<file path="config.mk">
export PLATFORM = sky130hd
export DESIGN_NAME = stepper_ramp_pulse_generator
export DESIGN_NICKNAME = d
export VERILOG_FILES = /design/src/design/srpg_pkg.sv /design/src/design/srpg_ctrl.sv /design/src/design/srpg_dp.sv /design/src/design/stepper_ramp_pulse_generator.sv
export VERILOG_INCLUDE_DIRS = /design/src /design/src/design
export SDC_FILE = /design/constraint.sdc
export NUM_CORES = 1
export LEC_CHECK = 0
export ABC_AREA = 1
export ABC_CLOCK_PERIOD_IN_PS = 3500
export BUFFER_PORTS_ARGS = -buffer_cell sky130_fd_sc_hd__buf_2
export CAP_MARGIN = 5
export CELL_PAD_IN_SITES_DETAIL_PLACEMENT = 0
export CELL_PAD_IN_SITES_GLOBAL_PLACEMENT = 1
export CORE_ASPECT_RATIO = 1.75
export CORE_MARGIN = 3
export CORE_UTILIZATION = 45
export DETAILED_ROUTE_END_ITERATION = 7
export PLACE_DENSITY_LB_ADDON = 0.12
export REMOVE_ABC_BUFFERS = 1
export SLEW_MARGIN = 20
export SYNTH_ARGS = -nofsm -noshare
export SYNTH_HDL_FRONTEND = slang
export SYNTH_SLANG_ARGS = --single-unit
</file>
<file path="constraint.sdc">
create_clock -name i_clk -period 3.5 [get_ports i_clk]
set_input_delay 0.7 -clock i_clk [delete_from_list [all_inputs] [get_ports i_clk]]
set_output_delay 0.7 -clock i_clk [all_outputs]
set_load 0.1 [all_outputs]
</file>
<file path="src/design/stepper_ramp_pulse_generator_macros.svh">
// assertion macros shared by the stepper ramp pulse generator modules
// no dependencies; included by the modules that carry assertions
`ifndef STEPPER_RAMP_PULSE_GENERATOR_MACROS_SVH
`define STEPPER_RAMP_PULSE_GENERATOR_MACROS_SVH

// same-cycle implication
`define SRPG_ASSERT_NOW(label, clk, rst_n, ante, cons, msg) \
    label: assert property (@(posedge clk) disable iff (!rst_n) (ante) |-> (cons)) \
        else $error(msg);

// next-cycle implication
`define SRPG_ASSERT_NEXT(label, clk, rst_n, ante, cons, msg) \
    label: assert property (@(posedge clk) disable iff (!rst_n) (ante) |=> (cons)) \
        else $error(msg);

`endif

</file>
<file path="src/design/srpg_pkg.sv">
// shared types and constants of the stepper ramp pulse generator
// no dependencies; used by srpg_ctrl, srpg_dp and the top level
package srpg_pkg;

    localparam int DELAY_W   = 16;
    localparam int RAMP_W    = 15;
    localparam int STEPS_W   = 16;
    localparam int CFG_IDX_W = 2;
    localparam int CFG_W     = 16;
    localparam int DIV_CNT_W = 4;

    localparam logic [DELAY_W-1:0] START_DELAY_RST  = 16'd500;
    localparam logic [DELAY_W-1:0] CRUISE_DELAY_RST = 16'd500;
    localparam logic [RAMP_W-1:0]  RAMP_LEN_RST     = 15'd50;
    localparam logic [DELAY_W-1:0] DELAY_MAX        = 16'hFFFF;

    typedef enum logic [CFG_IDX_W-1:0] {
        CFG_START_DELAY  = 2'd0,
        CFG_CRUISE_DELAY = 2'd1,
        CFG_RAMP_LENGTH  = 2'd2,
        CFG_RAMP_MODE    = 2'd3
    } t_cfg_idx;

    // controller to datapath
    typedef struct packed {
        logic load;      // capture result of the accepted beat
        logic start;     // set up a new move
        logic tick;      // advance a running move by one tick
        logic div_step;  // one quotient bit of the increment division
    } t_cmd;

    // datapath to controller
    typedef struct packed {
        logic need_div;  // ramped move with a nonzero delay difference to divide
        logic div_last;  // last quotient bit in this cycle
        logic move_end;  // the current tick ends the move
    } t_status;

endpackage

</file>
<file path="src/design/srpg_ctrl.sv">
// control state machine of the stepper ramp pulse generator: handshakes and sequencing
// depends on srpg_pkg and stepper_ramp_pulse_generator_macros.svh
`include "stepper_ramp_pulse_generator_macros.svh"

module srpg_ctrl (
    input  logic              i_clk,
    input  logic              i_rst_n,
    input  logic              i_in_valid,
    input  logic              i_in_cmd,
    output logic              o_in_ready,
    output logic              o_out_valid,
    input  logic              i_out_ready,
    input  srpg_pkg::t_status i_status,
    output srpg_pkg::t_cmd    o_cmd
);

    typedef enum logic [2:0] {
        ST_IDLE = 3'b001,
        ST_DIV  = 3'b010,
        ST_RUN  = 3'b100
    } t_state;

    t_state r_state, n_state;
    logic   r_out_valid, n_out_valid;
    logic   w_fire;

    assign o_in_ready  = (r_state != ST_DIV) && (!r_out_valid || i_out_ready);
    assign w_fire      = i_in_valid && o_in_ready;
    assign o_out_valid = r_out_valid;

    always_comb begin
        o_cmd.load     = w_fire;
        o_cmd.start    = w_fire && (r_state == ST_IDLE) && i_in_cmd;
        o_cmd.tick     = w_fire && (r_state == ST_RUN);
        o_cmd.div_step = (r_state == ST_DIV);
    end

    always_comb begin
        n_state = r_state;
        case (r_state)
            ST_IDLE: begin
                if (o_cmd.start) begin
                    n_state = i_status.need_div ? ST_DIV : ST_RUN;
                end
            end
            ST_DIV: begin
                if (i_status.div_last) begin
                    n_state = ST_RUN;
                end
            end
            ST_RUN: begin
                if (o_cmd.tick && i_status.move_end) begin
                    n_state = ST_IDLE;
                end
            end
            default: n_state = ST_IDLE;
        endcase
    end

    always_comb begin
        if (w_fire) begin
            n_out_valid = 1'b1;
        end else if (i_out_ready) begin
            n_out_valid = 1'b0;
        end else begin
            n_out_valid = r_out_valid;
        end
    end

    always_ff @(posedge i_clk) begin
        if (!i_rst_n) begin
            r_state     <= ST_IDLE;
            r_out_valid <= 1'b0;
        end else begin
            r_state     <= n_state;
            r_out_valid <= n_out_valid;
        end
    end

    `SRPG_ASSERT_NOW(a_div_holds_input, i_clk, i_rst_n, r_state == ST_DIV, !o_in_ready, "input taken during division")
    `SRPG_ASSERT_NEXT(a_start_leaves_idle, i_clk, i_rst_n, o_cmd.start, r_state != ST_IDLE, "start did not begin a move")
    `SRPG_ASSERT_NEXT(a_beat_gives_result, i_clk, i_rst_n, w_fire, r_out_valid, "accepted beat produced no result")
    `SRPG_ASSERT_NEXT(a_div_finishes, i_clk, i_rst_n, (r_state == ST_DIV) && i_status.div_last, r_state == ST_RUN, "division did not hand over to run")

endmodule

</file>
<file path="src/design/srpg_dp.sv">
// datapath of the stepper ramp pulse generator: config registers, step and tick
// counters, half period, increment divider and result register; depends on srpg_pkg
module srpg_dp #(
    parameter int COUNT_WIDTH = 16
) (
    input  logic                               i_clk,
    input  logic                               i_rst_n,
    input  logic                               i_cfg_we,
    input  logic [srpg_pkg::CFG_IDX_W-1:0]     i_cfg_idx,
    input  logic [srpg_pkg::CFG_W-1:0]         i_cfg_data,
    input  srpg_pkg::t_cmd                     i_cmd,
    input  logic [srpg_pkg::STEPS_W-1:0]       i_move_steps,
    input  logic                               i_direction,
    input  logic                               i_cw_limit_hit,
    input  logic                               i_ccw_limit_hit,
    output srpg_pkg::t_status                  o_status,
    output logic                               o_step_level,
    output logic                               o_enable_level,
    output logic                               o_dir_level,
    output logic                               o_busy_res,
    output logic                               o_move_done,
    output logic                               o_stopped_by_limit
);

    typedef logic [COUNT_WIDTH-1:0]             t_cnt;
    typedef logic [srpg_pkg::DELAY_W-1:0]       t_delay;
    typedef logic [srpg_pkg::STEPS_W-1:0]       t_steps;

    typedef enum logic [1:0] {
        PH_ACCEL  = 2'd0,
        PH_CRUISE = 2'd1,
        PH_DECEL  = 2'd2
    } t_phase;

    function automatic t_delay at_least_one(input t_delay v);
        at_least_one = (v == '0) ? t_delay'(1) : v;
    endfunction

    // config
    t_delay                        r_start_delay, r_cruise_delay;
    logic [srpg_pkg::RAMP_W-1:0]   r_ramp_len;
    logic                          r_ramp_mode;

    // move state
    t_phase r_phase, n_phase;
    t_cnt   r_left, n_left;
    t_cnt   r_cru, n_cru;
    t_cnt   r_dec, n_dec;
    t_cnt   r_tick, n_tick;
    t_delay r_hp, n_hp;
    t_delay r_inc, n_inc;
    logic   r_pulse, n_pulse;
    logic   r_dir, n_dir;

    // divider
    logic [srpg_pkg::RAMP_W-1:0]    r_rem, n_rem;
    logic [srpg_pkg::DIV_CNT_W-1:0] r_div_cnt, n_div_cnt;

    // result
    logic r_o_step, r_o_busy, r_o_done, r_o_lim;
    logic n_o_step, n_o_busy, n_o_done, n_o_lim;

    logic                 w_need_div;
    t_steps               w_two_rl, w_acc, w_cru, w_dec;
    logic                 w_short;
    t_delay               w_trial, w_diff;
    logic                 w_ge;
    logic                 w_boundary, w_limit, w_no_step;
    t_phase               w_eff_phase;
    t_cnt                 w_eff_left;
    t_delay               w_hp_step;
    logic [srpg_pkg::DELAY_W:0] w_hp_sum;

    assign w_need_div = r_ramp_mode && (r_ramp_len != '0) && (r_cruise_delay < r_start_delay);

    // setup split of the move
    assign w_two_rl = {r_ramp_len, 1'b0};
    assign w_short  = i_move_steps < w_two_rl;
    always_comb begin
        if (r_ramp_mode) begin
            if (w_short) begin
                w_acc = i_move_steps >> 1;
                w_dec = i_move_steps - w_acc;
                w_cru = '0;
            end else begin
                w_acc = {1'b0, r_ramp_len};
                w_dec = {1'b0, r_ramp_len};
                w_cru = i_move_steps - w_two_rl;
            end
        end else begin
            w_acc = '0;
            w_dec = '0;
            w_cru = i_move_steps;
        end
    end

    // restoring division, one quotient bit per cycle
    assign w_trial = {r_rem, r_inc[srpg_pkg::DELAY_W-1]};
    assign w_ge    = w_trial >= {1'b0, r_ramp_len};
    assign w_diff  = w_trial - {1'b0, r_ramp_len};

    // step boundary with empty phases skipped
    assign w_boundary = (r_tick == '0) && !r_pulse;
    assign w_limit    = r_dir ? i_ccw_limit_hit : i_cw_limit_hit;
    always_comb begin
        w_eff_phase = r_phase;
        w_eff_left  = r_left;
        w_no_step   = 1'b0;
        case (r_phase)
            PH_ACCEL: begin
                if (r_left != '0) begin
                    w_eff_phase = PH_ACCEL;
                end else if (r_cru != '0) begin
                    w_eff_phase = PH_CRUISE;
                    w_eff_left  = r_cru;
                end else if (r_dec != '0) begin
                    w_eff_phase = PH_DECEL;
                    w_eff_left  = r_dec;
                end else begin
                    w_no_step = 1'b1;
                end
            end
            PH_CRUISE: begin
                if (r_left == '0) begin
                    if (r_dec != '0) begin
                        w_eff_phase = PH_DECEL;
                        w_eff_left  = r_dec;
                    end else begin
                        w_no_step = 1'b1;
                    end
                end
            end
            PH_DECEL: begin
                w_no_step = (r_left == '0);
            end
            default: w_no_step = 1'b1;
        endcase
    end

    assign w_hp_sum = {1'b0, r_hp} + {1'b0, r_inc};
    always_comb begin
        case (w_eff_phase)
            PH_ACCEL:  w_hp_step = (r_hp > r_inc) ? (r_hp - r_inc) : t_delay'(1);
            PH_DECEL:  w_hp_step = w_hp_sum[srpg_pkg::DELAY_W] ? srpg_pkg::DELAY_MAX
                                                               : w_hp_sum[srpg_pkg::DELAY_W-1:0];
            default:   w_hp_step = r_hp;
        endcase
    end

    always_comb begin
        o_status.need_div = w_need_div;
        o_status.div_last = (r_div_cnt == '1);
        o_status.move_end = w_boundary && (w_no_step || w_limit);
    end

    always_comb begin
        n_phase   = r_phase;
        n_left    = r_left;
        n_cru     = r_cru;
        n_dec     = r_dec;
        n_tick    = r_tick;
        n_hp      = r_hp;
        n_inc     = r_inc;
        n_pulse   = r_pulse;
        n_dir     = r_dir;
        n_rem     = r_rem;
        n_div_cnt = r_div_cnt;
        n_o_step  = 1'b0;
        n_o_busy  = 1'b0;
        n_o_done  = 1'b0;
        n_o_lim   = 1'b0;
        if (i_cmd.start) begin
            n_dir     = i_direction;
            n_phase   = PH_ACCEL;
            n_left    = t_cnt'(w_acc);
            n_cru     = t_cnt'(w_cru);
            n_dec     = t_cnt'(w_dec);
            n_hp      = at_least_one(r_ramp_mode ? r_start_delay : r_cruise_delay);
            n_inc     = w_need_div ? (r_start_delay - r_cruise_delay) : '0;
            n_rem     = '0;
            n_div_cnt = '0;
            n_tick    = '0;
            n_pulse   = 1'b0;
            n_o_busy  = 1'b1;
        end else if (i_cmd.div_step) begin
            n_rem     = w_ge ? w_diff[srpg_pkg::RAMP_W-1:0] : w_trial[srpg_pkg::RAMP_W-1:0];
            n_inc     = {r_inc[srpg_pkg::DELAY_W-2:0], w_ge};
            n_div_cnt = r_div_cnt + 1'b1;
        end else if (i_cmd.tick) begin
            if (r_tick != '0) begin
                n_tick   = r_tick - t_cnt'(1);
                n_o_step = r_pulse;
                n_o_busy = 1'b1;
            end else if (r_pulse) begin
                n_pulse  = 1'b0;
                n_tick   = t_cnt'(r_hp - t_delay'(1));
                n_o_busy = 1'b1;
            end else if (w_no_step || w_limit) begin
                n_left   = '0;
                n_tick   = '0;
                n_pulse  = 1'b0;
                n_o_done = 1'b1;
                n_o_lim  = !w_no_step;
            end else begin
                n_phase  = w_eff_phase;
                n_left   = w_eff_left - t_cnt'(1);
                n_hp     = w_hp_step;
                n_pulse  = 1'b1;
                n_tick   = t_cnt'(w_hp_step - t_delay'(1));
                n_o_step = 1'b1;
                n_o_busy = 1'b1;
            end
        end
    end

    always_ff @(posedge i_clk) begin
        if (!i_rst_n) begin
            r_start_delay  <= srpg_pkg::START_DELAY_RST;
            r_cruise_delay <= srpg_pkg::CRUISE_DELAY_RST;
            r_ramp_len     <= srpg_pkg::RAMP_LEN_RST;
            r_ramp_mode    <= 1'b0;
        end else if (i_cfg_we) begin
            case (srpg_pkg::t_cfg_idx'(i_cfg_idx))
                srpg_pkg::CFG_START_DELAY:  r_start_delay  <= i_cfg_data;
                srpg_pkg::CFG_CRUISE_DELAY: r_cruise_delay <= i_cfg_data;
                srpg_pkg::CFG_RAMP_LENGTH:  r_ramp_len     <= i_cfg_data[srpg_pkg::RAMP_W-1:0];
                srpg_pkg::CFG_RAMP_MODE:    r_ramp_mode    <= i_cfg_data[0];
                default: ;
            endcase
        end
    end

    always_ff @(posedge i_clk) begin
        if (!i_rst_n) begin
            r_phase   <= PH_ACCEL;
            r_left    <= '0;
            r_cru     <= '0;
            r_dec     <= '0;
            r_tick    <= '0;
            r_hp      <= '0;
            r_inc     <= '0;
            r_pulse   <= 1'b0;
            r_dir     <= 1'b0;
            r_rem     <= '0;
            r_div_cnt <= '0;
        end else begin
            r_phase   <= n_phase;
            r_left    <= n_left;
            r_cru     <= n_cru;
            r_dec     <= n_dec;
            r_tick    <= n_tick;
            r_hp      <= n_hp;
            r_inc     <= n_inc;
            r_pulse   <= n_pulse;
            r_dir     <= n_dir;
            r_rem     <= n_rem;
            r_div_cnt <= n_div_cnt;
        end
    end

    always_ff @(posedge i_clk) begin
        if (i_cmd.load) begin
            r_o_step <= n_o_step;
            r_o_busy <= n_o_busy;
            r_o_done <= n_o_done;
            r_o_lim  <= n_o_lim;
        end
    end

    assign o_step_level       = r_o_step;
    assign o_enable_level     = r_o_busy;
    assign o_busy_res         = r_o_busy;
    assign o_dir_level        = r_dir;
    assign o_move_done        = r_o_done;
    assign o_stopped_by_limit = r_o_lim;

endmodule

</file>
<file path="src/design/stepper_ramp_pulse_generator.sv">
// top level of the stepper ramp pulse generator: stream ports and config port
// depends on srpg_pkg, srpg_ctrl and srpg_dp
//
// Each input beat is one time tick or a start command and yields one result beat
// through a single output register, so one beat per cycle is taken while the
// result side keeps up. A ramped start with start_delay above cruise_delay and a
// nonzero ramp length is followed by a division in which no beat is taken: the
// per-step delay increment is worked out by a restoring divider, one quotient bit
// per cycle. Step pulses are high for the current half period in ticks and low for
// as many; the direction output holds the last move's direction.
module stepper_ramp_pulse_generator #(
    parameter int COUNT_WIDTH = 16
) (
    input  logic                           i_clk,
    input  logic                           i_rst_n,
    input  logic                           i_cfg_we,
    input  logic [srpg_pkg::CFG_IDX_W-1:0] i_cfg_idx,
    input  logic [srpg_pkg::CFG_W-1:0]     i_cfg_data,
    input  logic                           s_axis_tvalid,
    output logic                           s_axis_tready,
    input  logic [23:0]                    s_axis_tdata,  // move_steps[15:0], direction,
                                                          // cw_limit_hit, ccw_limit_hit
    input  logic                           s_axis_tuser,  // cmd
    output logic                           m_axis_tvalid,
    input  logic                           m_axis_tready,
    output logic [7:0]                     m_axis_tdata,  // step_level, enable_level,
                                                          // dir_level, busy_res,
                                                          // stopped_by_limit
    output logic                           m_axis_tlast   // move_done
);

    srpg_pkg::t_cmd    w_cmd;
    srpg_pkg::t_status w_status;
    logic w_step, w_en, w_dir, w_busy, w_lim;

    srpg_ctrl u_ctrl (
        .i_clk       (i_clk),
        .i_rst_n     (i_rst_n),
        .i_in_valid  (s_axis_tvalid),
        .i_in_cmd    (s_axis_tuser),
        .o_in_ready  (s_axis_tready),
        .o_out_valid (m_axis_tvalid),
        .i_out_ready (m_axis_tready),
        .i_status    (w_status),
        .o_cmd       (w_cmd)
    );

    srpg_dp #(
        .COUNT_WIDTH (COUNT_WIDTH)
    ) u_dp (
        .i_clk              (i_clk),
        .i_rst_n            (i_rst_n),
        .i_cfg_we           (i_cfg_we),
        .i_cfg_idx          (i_cfg_idx),
        .i_cfg_data         (i_cfg_data),
        .i_cmd              (w_cmd),
        .i_move_steps       (s_axis_tdata[15:0]),
        .i_direction        (s_axis_tdata[16]),
        .i_cw_limit_hit     (s_axis_tdata[17]),
        .i_ccw_limit_hit    (s_axis_tdata[18]),
        .o_status           (w_status),
        .o_step_level       (w_step),
        .o_enable_level     (w_en),
        .o_dir_level        (w_dir),
        .o_busy_res         (w_busy),
        .o_move_done        (m_axis_tlast),
        .o_stopped_by_limit (w_lim)
    );

    assign m_axis_tdata = {3'b000, w_lim, w_busy, w_dir, w_en, w_step};

endmodule

</file>
Word-level counts from Yosys, hierarchy flattened. Index checks and enable logic that the tools add are counted.

Reductions and logical operators: 42. Multiplexer cells: 61. Add/subtract/negate cells: 11. Equality and inequality tests: 18. Magnitude comparators: 4. Bitwise gates (word level): 6.

Operators by type and width (number): 16-bit two-way mux (30); 16-bit one-hot mux with 2 select lines (2); 16-bit nonzero test (4); 16-bit by 1-bit subtractor with 16-bit output, second input constant (4); 16-bit logical NOT (3); 16-bit subtractor (3); 15-bit two-way mux (3); 16-bit < comparator (2); 16-bit by 16-bit adder with 17-bit output (1); 16-bit by 15-bit >= comparator with 1-bit output (1); 16-bit greater-than comparator (1); 16-bit by 15-bit subtractor with 16-bit output (1); 1-bit two-way mux (15); 15-bit nonzero test (1); 15-bit subtractor (1); 3-bit two-way mux (4); 1-bit logical AND (10); 2-bit AND reduction (5); 5-bit AND reduction (2); 3-bit one-hot mux with 3 select lines (1); 2-bit equality test, second input constant (4); 2-bit two-way mux (4); 2-bit != test, second input constant (4); 2-bit logical NOT (3); other kinds (20) (33).

Output and inout bits: 11. Register bits after elaboration: 175. Logic and storage cells: 163.

Logic depth before layout (Yosys ltp).
Word-level depth: 13. Gate-level depth with buffers: 26.

Hierarchy. From an unflattened synthesis, not the netlist that was laid out.

Cell total of the unflattened synthesis: 2409. Area total of the unflattened synthesis: 15109.5 µm².

Modules (own cells, without submodules): srpg_dp (sequential area each 3463.3 µm², times used 1, area an instance 14747.9 µm², cells an instance 2360); srpg_ctrl (sequential area each 80.1 µm², times used 1, area an instance 297.8 µm², cells an instance 40); stepper_ramp_pulse_generator (sequential area each 0.0 µm², times used 1, area an instance 63.8 µm², cells an instance 9).

Worst setup path after synthesis. Ideal clock, no wire load.

Path kind: input -> register. Start point: input port s_axis_tdata[1]. End point: register u_dp.r_cru[13]. Setup slack: 0.492 ns. Path buffers: 0. Data required time: 3.383 ns. Stages: 14. Library setup time: 0.117 ns. Arrival: 2.891 ns. Cell sequence: inv_1 ha_1 fa_1 o21ai_0 a21oi_1 o21ai_0 a31oi_1 o21ai_0 a21oi_1 o21ai_0 xor2_1 nor2_1 nor2_1 nor2_1.

Cells in the longest elaborated chain, start to end: 3. Elaborated cells on any way between the ends: 4.

RTL lines: from (decl) (RTL line stepper_ramp_pulse_generator.sv:21) `input logic [23:0] s_axis_tdata,`; 16-bit subtractor or 16-bit < comparator (tied branches) (RTL line srpg_dp.sv:88, srpg_dp.sv:78); 16-bit two-way mux (*) (RTL line srpg_dp.sv:81) `if (w_short) begin`; 16-bit two-way mux (*) (RTL line srpg_dp.sv:80) `if (r_ramp_mode) begin`; to (signal assigned) (RTL line srpg_dp.sv:249) `r_cru <= n_cru;`; to (decl) (RTL line srpg_dp.sv:47) `t_cnt r_cru, n_cru;`.

Every way passes the cells marked *; elsewhere a longest branch is shown, timed or not. A chain may end at the register's enable or synchronous reset.

Worst setup path after layout.
Start point: register u_dp.r_hp[0]. End point: register u_dp.r_tick[12].

Cells in the longest elaborated chain, start to end: 7. Elaborated cells on any way between the ends: 11.

RTL lines: from (decl) (RTL line srpg_dp.sv:50) `t_delay r_hp, n_hp;`; from (signal assigned) (RTL line srpg_dp.sv:252) `r_hp <= n_hp;`; 16-bit by 16-bit adder with 17-bit output (tied with other cells) (RTL line srpg_dp.sv:140) `assign w_hp_sum = {1'b0, r_hp} + {1'b0, r_inc};`; 16-bit two-way mux (on tied branches) (RTL line srpg_dp.sv:144, srpg_dp.sv:143); 16-bit one-hot mux with 2 select lines (RTL line srpg_dp.sv:142) `case (w_eff_phase)`; 16-bit by 1-bit subtractor with 16-bit output (RTL line srpg_dp.sv:209) `n_tick = t_cnt'(w_hp_step - t_delay'(1));`; 16-bit two-way mux (RTL line srpg_dp.sv:198) `end else if (w_no_step || w_limit) begin`; 16-bit two-way mux (*) (RTL line srpg_dp.sv:194) `end else if (r_pulse) begin`; 16-bit two-way mux (*) (RTL line srpg_dp.sv:190) `if (r_tick != '0) begin`; to (signal assigned) (RTL line srpg_dp.sv:251) `r_tick <= n_tick;`; to (decl) (RTL line srpg_dp.sv:49) `t_cnt r_tick, n_tick;`.

Marks and branches as above.

==> flow_summary.ini <==
[outcome]
status = finished clean

[placement]
gp_congestion = 1.043
port_buffers = 50
dpl.hpwl_um = 47180

[critical_path]
cp_data_arrival_time_ns = 3.68
end_kind = flip-flop
crit_fanout = 5
critPathTopFamily = simple AND/OR/NAND/NOR gates
crit_type = flip-flop to flip-flop
slowest_delay_ns = 0.40
worstPathCellList = inv_1, ha_2, inv_1, fa_1, nand3_1, nand3_2, nand2_1, nand2_1, nand2_1, nand2_1, nand2_2, buf_4, nor2_1, nand2_1, nand2_1, nor2_1, nand2_1, nor3_2, nand2_1, nand2_1, nand3_1, nand2_1, nand2_1, a21oi_1
crit_top_cell = nand2_1
cp.buffers_inverters = 3
worst-path-stages = 24
critPathLaunchType = flip-flop
rr_worst_depth = 24
critPathSlowestCell = fa_1
crit_required_ns = 3.88

[final_layout]
fill_cells = 3520
multi_input_area_mm2 = 0.009832
drive_above_1_share_pct = 11.84
final_core_util_pct = 51.41
seq_area_mm2 = 0.003545
syn2layout_area_growth_pct = 12.19
nets = 2674
diodes = 0

[clock_network]
hold_buffers = 0
root_buffer = clkbuf_16
clk_pin_slew_ns = 0.07
cts_setup_buffers = 0
cts_buffer_depth = 2
clock_latency_ns = 0.45
numClockSinks = 175
h-tree-depth = 4
cts_buffers = 17
tritoncts = yes

[pwr]
peakVddDrop_v = 0.0004050
p_leak_uw = 0.008425
p_comb_share_pct = 62.1
switchingPower_uw = 5677
powerDensity_mw_per_mm2 = 662.3
power_uw = 11250
clockPowerShare_pct = 17.2
sw_frac_of_total_pct = 50.49
intPower_uw = 5568
pwr-share-seq_pct = 20.8

[floorplan]
core_area_mm2 = 0.03303
die_h_um = 248.6
rows = 88
fp.dieW_um = 144.6
die_area_mm2 = 0.03596
io_pins = 59
initial_utilization_pct = 45.82

[global_route]
antenna_found_initial = 0
grt_pass1_wl_um = 87600
gr-total-overflow = 0
grt_pass1_vias = 16060
grt_max_degree = 91
groute.usage.overall_pct = 31.71

[min_path]
hold_class = flip-flop to flip-flop
hold_depth = 2

[synth]
synth_edf_count = 4
ys_ff_latch = 175
synth-main-ff-cell = dfxtp_1
yosysSeqAreaShare_pct = 23.41
yosysMostFrequentCell = nand2_1
yosys.area.top_type_share_pct = 22.62
synth_area_leaders = dfxtp_1, nand2_1, inv_1, ha_1, a21oi_1
synth_common_cells = nand2_1, inv_1, nor2_1
ys_types = 62
async_reset_ff_share_pct = 0
syn_area_per_cell_um2 = 6.233
netlist_instances = 2428
yosysTopAreaCell = dfxtp_1
ys_warn_count = 0
syn_area_mm2 = 0.01513

[route]
drtPass1Iterations = 8
drc = 0
vias_per_cell = 5.575
wl_um = 57110
num_vias = 16390
drtAntennaViolNets = 0
wl_per_cell_um = 19.43
drtIter0Drc = 920

[timing]
fmaxAchievable_mhz = 303.4
slew_viol_final = 0
finalCritPeriodShare_pct = 94.17
hold_viol_final = 0
setup_violations = 0
fin_crit_ns = 3.296
fin_skew_ns = 0.01430
maxSlewHeadroom_pct = 40.43
worstMarginPinSlew_ns = 0.8842

[run]
cap_violations = 0
==> power by group through the flow <==
stage / registers [uW] / clock network, uW / logic (uW)
after CTS: 2330 / 1960 / 6840
final: 2340 / 1930 / 6980
after floorplan: 2370 / 0 / 4380
after global placement: 2370 / 0 / 6780
after global routing: 2350 / 2030 / 7670
after detailed placement: 2370 / 0 / 6810
==> kinds of logic (layout without fill, tap and decap cells) <==
logic type | Yosys count | count (layout) | synth area share (%)
other cells | 1 | 3 | 0.02478
flops | 175 | 175 | 23.41
fa+ha+maj | 105 | 105 | 8.978
buf+inv | 460 | 564 | 12.02
simple gates | 1027 | 1027 | 29.55
mux | 1 | 1 | 0.06614
xor+xnor | 59 | 59 | 3.414
compound gates | 600 | 600 | 22.54
==> cells in the final DEF, fill, tap and decap left out, drive strengths merged, types with 27 or more instances in the layout <==
| cell type | n |
|---|---|
| nor2 | 275 |
| ha | 99 |
| xor2 | 42 |
| dfxtp | 171 |
| o22ai | 27 |
| o21ai | 213 |
| a21oi | 234 |
| nand4 | 34 |
| nand3 | 153 |
| buf | 162 |
| nand2 | 514 |
| o211ai | 29 |
| inv | 374 |
==> registers in the layout, summed over array words and instances, names as in the netlist, 4 cells and up <==
name                 flops
u_dp.r_rem              15
u_dp.r_dec              16
u_dp.r_inc              16
u_dp.r_ramp_len         15
u_dp.r_cru              16
u_dp.r_tick             16
u_dp.r_start_delay      16
u_dp.r_div_cnt           4
u_dp.r_left             16
u_dp.r_cruise_delay     16
u_dp.r_hp               16
==> tightest hold or removal path, cell delays in order, from the launching register on <==
cell and delay [ns]:
dfxtp_1 0.31, inv_2 0.06, o21bai_1 0.06
==> final cells by class <==
class                   count  area share (%)
clock inverters            12          0.7221
repair buffers            162           6.647
multi-input cells        1795           57.90
flip-flops and latches    175           20.88
clock buffers              20           2.690
inverters                 370           8.179
well taps                 405           2.984
==> layer usage <==
metal / GRT usage (%) / vias up / routed length (um)
li1: - / 8205 / -
met1: 30.22 / 7474 / 19040
met2: 57.90 / 478 / 29960
met3: 3.637 / 228 / 1879
met4: 27.21 / 0 / 6235
met5: 0 / - / 0
==> repair_timing <==
| item | 4_1_cts | 5_1_grt |
|---|---|---|
| hold endpoints to repair | 0 | 0 |
| endpoints found under the setup margin | 0 | 10 |
| resized for setup | 0 | 17 |
==> metrics by stage <==
| stage | std cells | setup TNS, ns | area, um^2 | setup WS [ns] | hold slack [ns] |
|---|---|---|---|---|---|
| after floorplan | 2340 | -84.52 | 14710 | -0.9516 | 0.4456 |
| after global placement | 2907 | 0 | 16350 | 0.09914 | 0.4594 |
| after detailed placement | 2907 | 0 | 16350 | 0.1015 | 0.4664 |
| after CTS | 2939 | 0 | 16930 | 0.1081 | 0.4757 |
| after global routing | 2939 | -0.02158 | 16980 | -0.01281 | 0.4971 |
| final | 2939 | 0 | 16980 | 0.2042 | 0.4744 |
==> final timing paths <==
| path | start | slack [ns] | endpoint |
|---|---|---|---|
| worst max register to register | u_dp.r_hp[0] | 0.20 | u_dp.r_tick[12] |
| worst max-delay path | u_dp.r_hp[0] | 0.20 | u_dp.r_tick[12] |
| worst min register to register | u_dp.r_dec[12] | 0.47 | u_dp.r_dec[12] |
| worst min-delay path | u_dp.r_dec[12] | 0.47 | u_dp.r_dec[12] |
(Power assumes the default switching activity.)
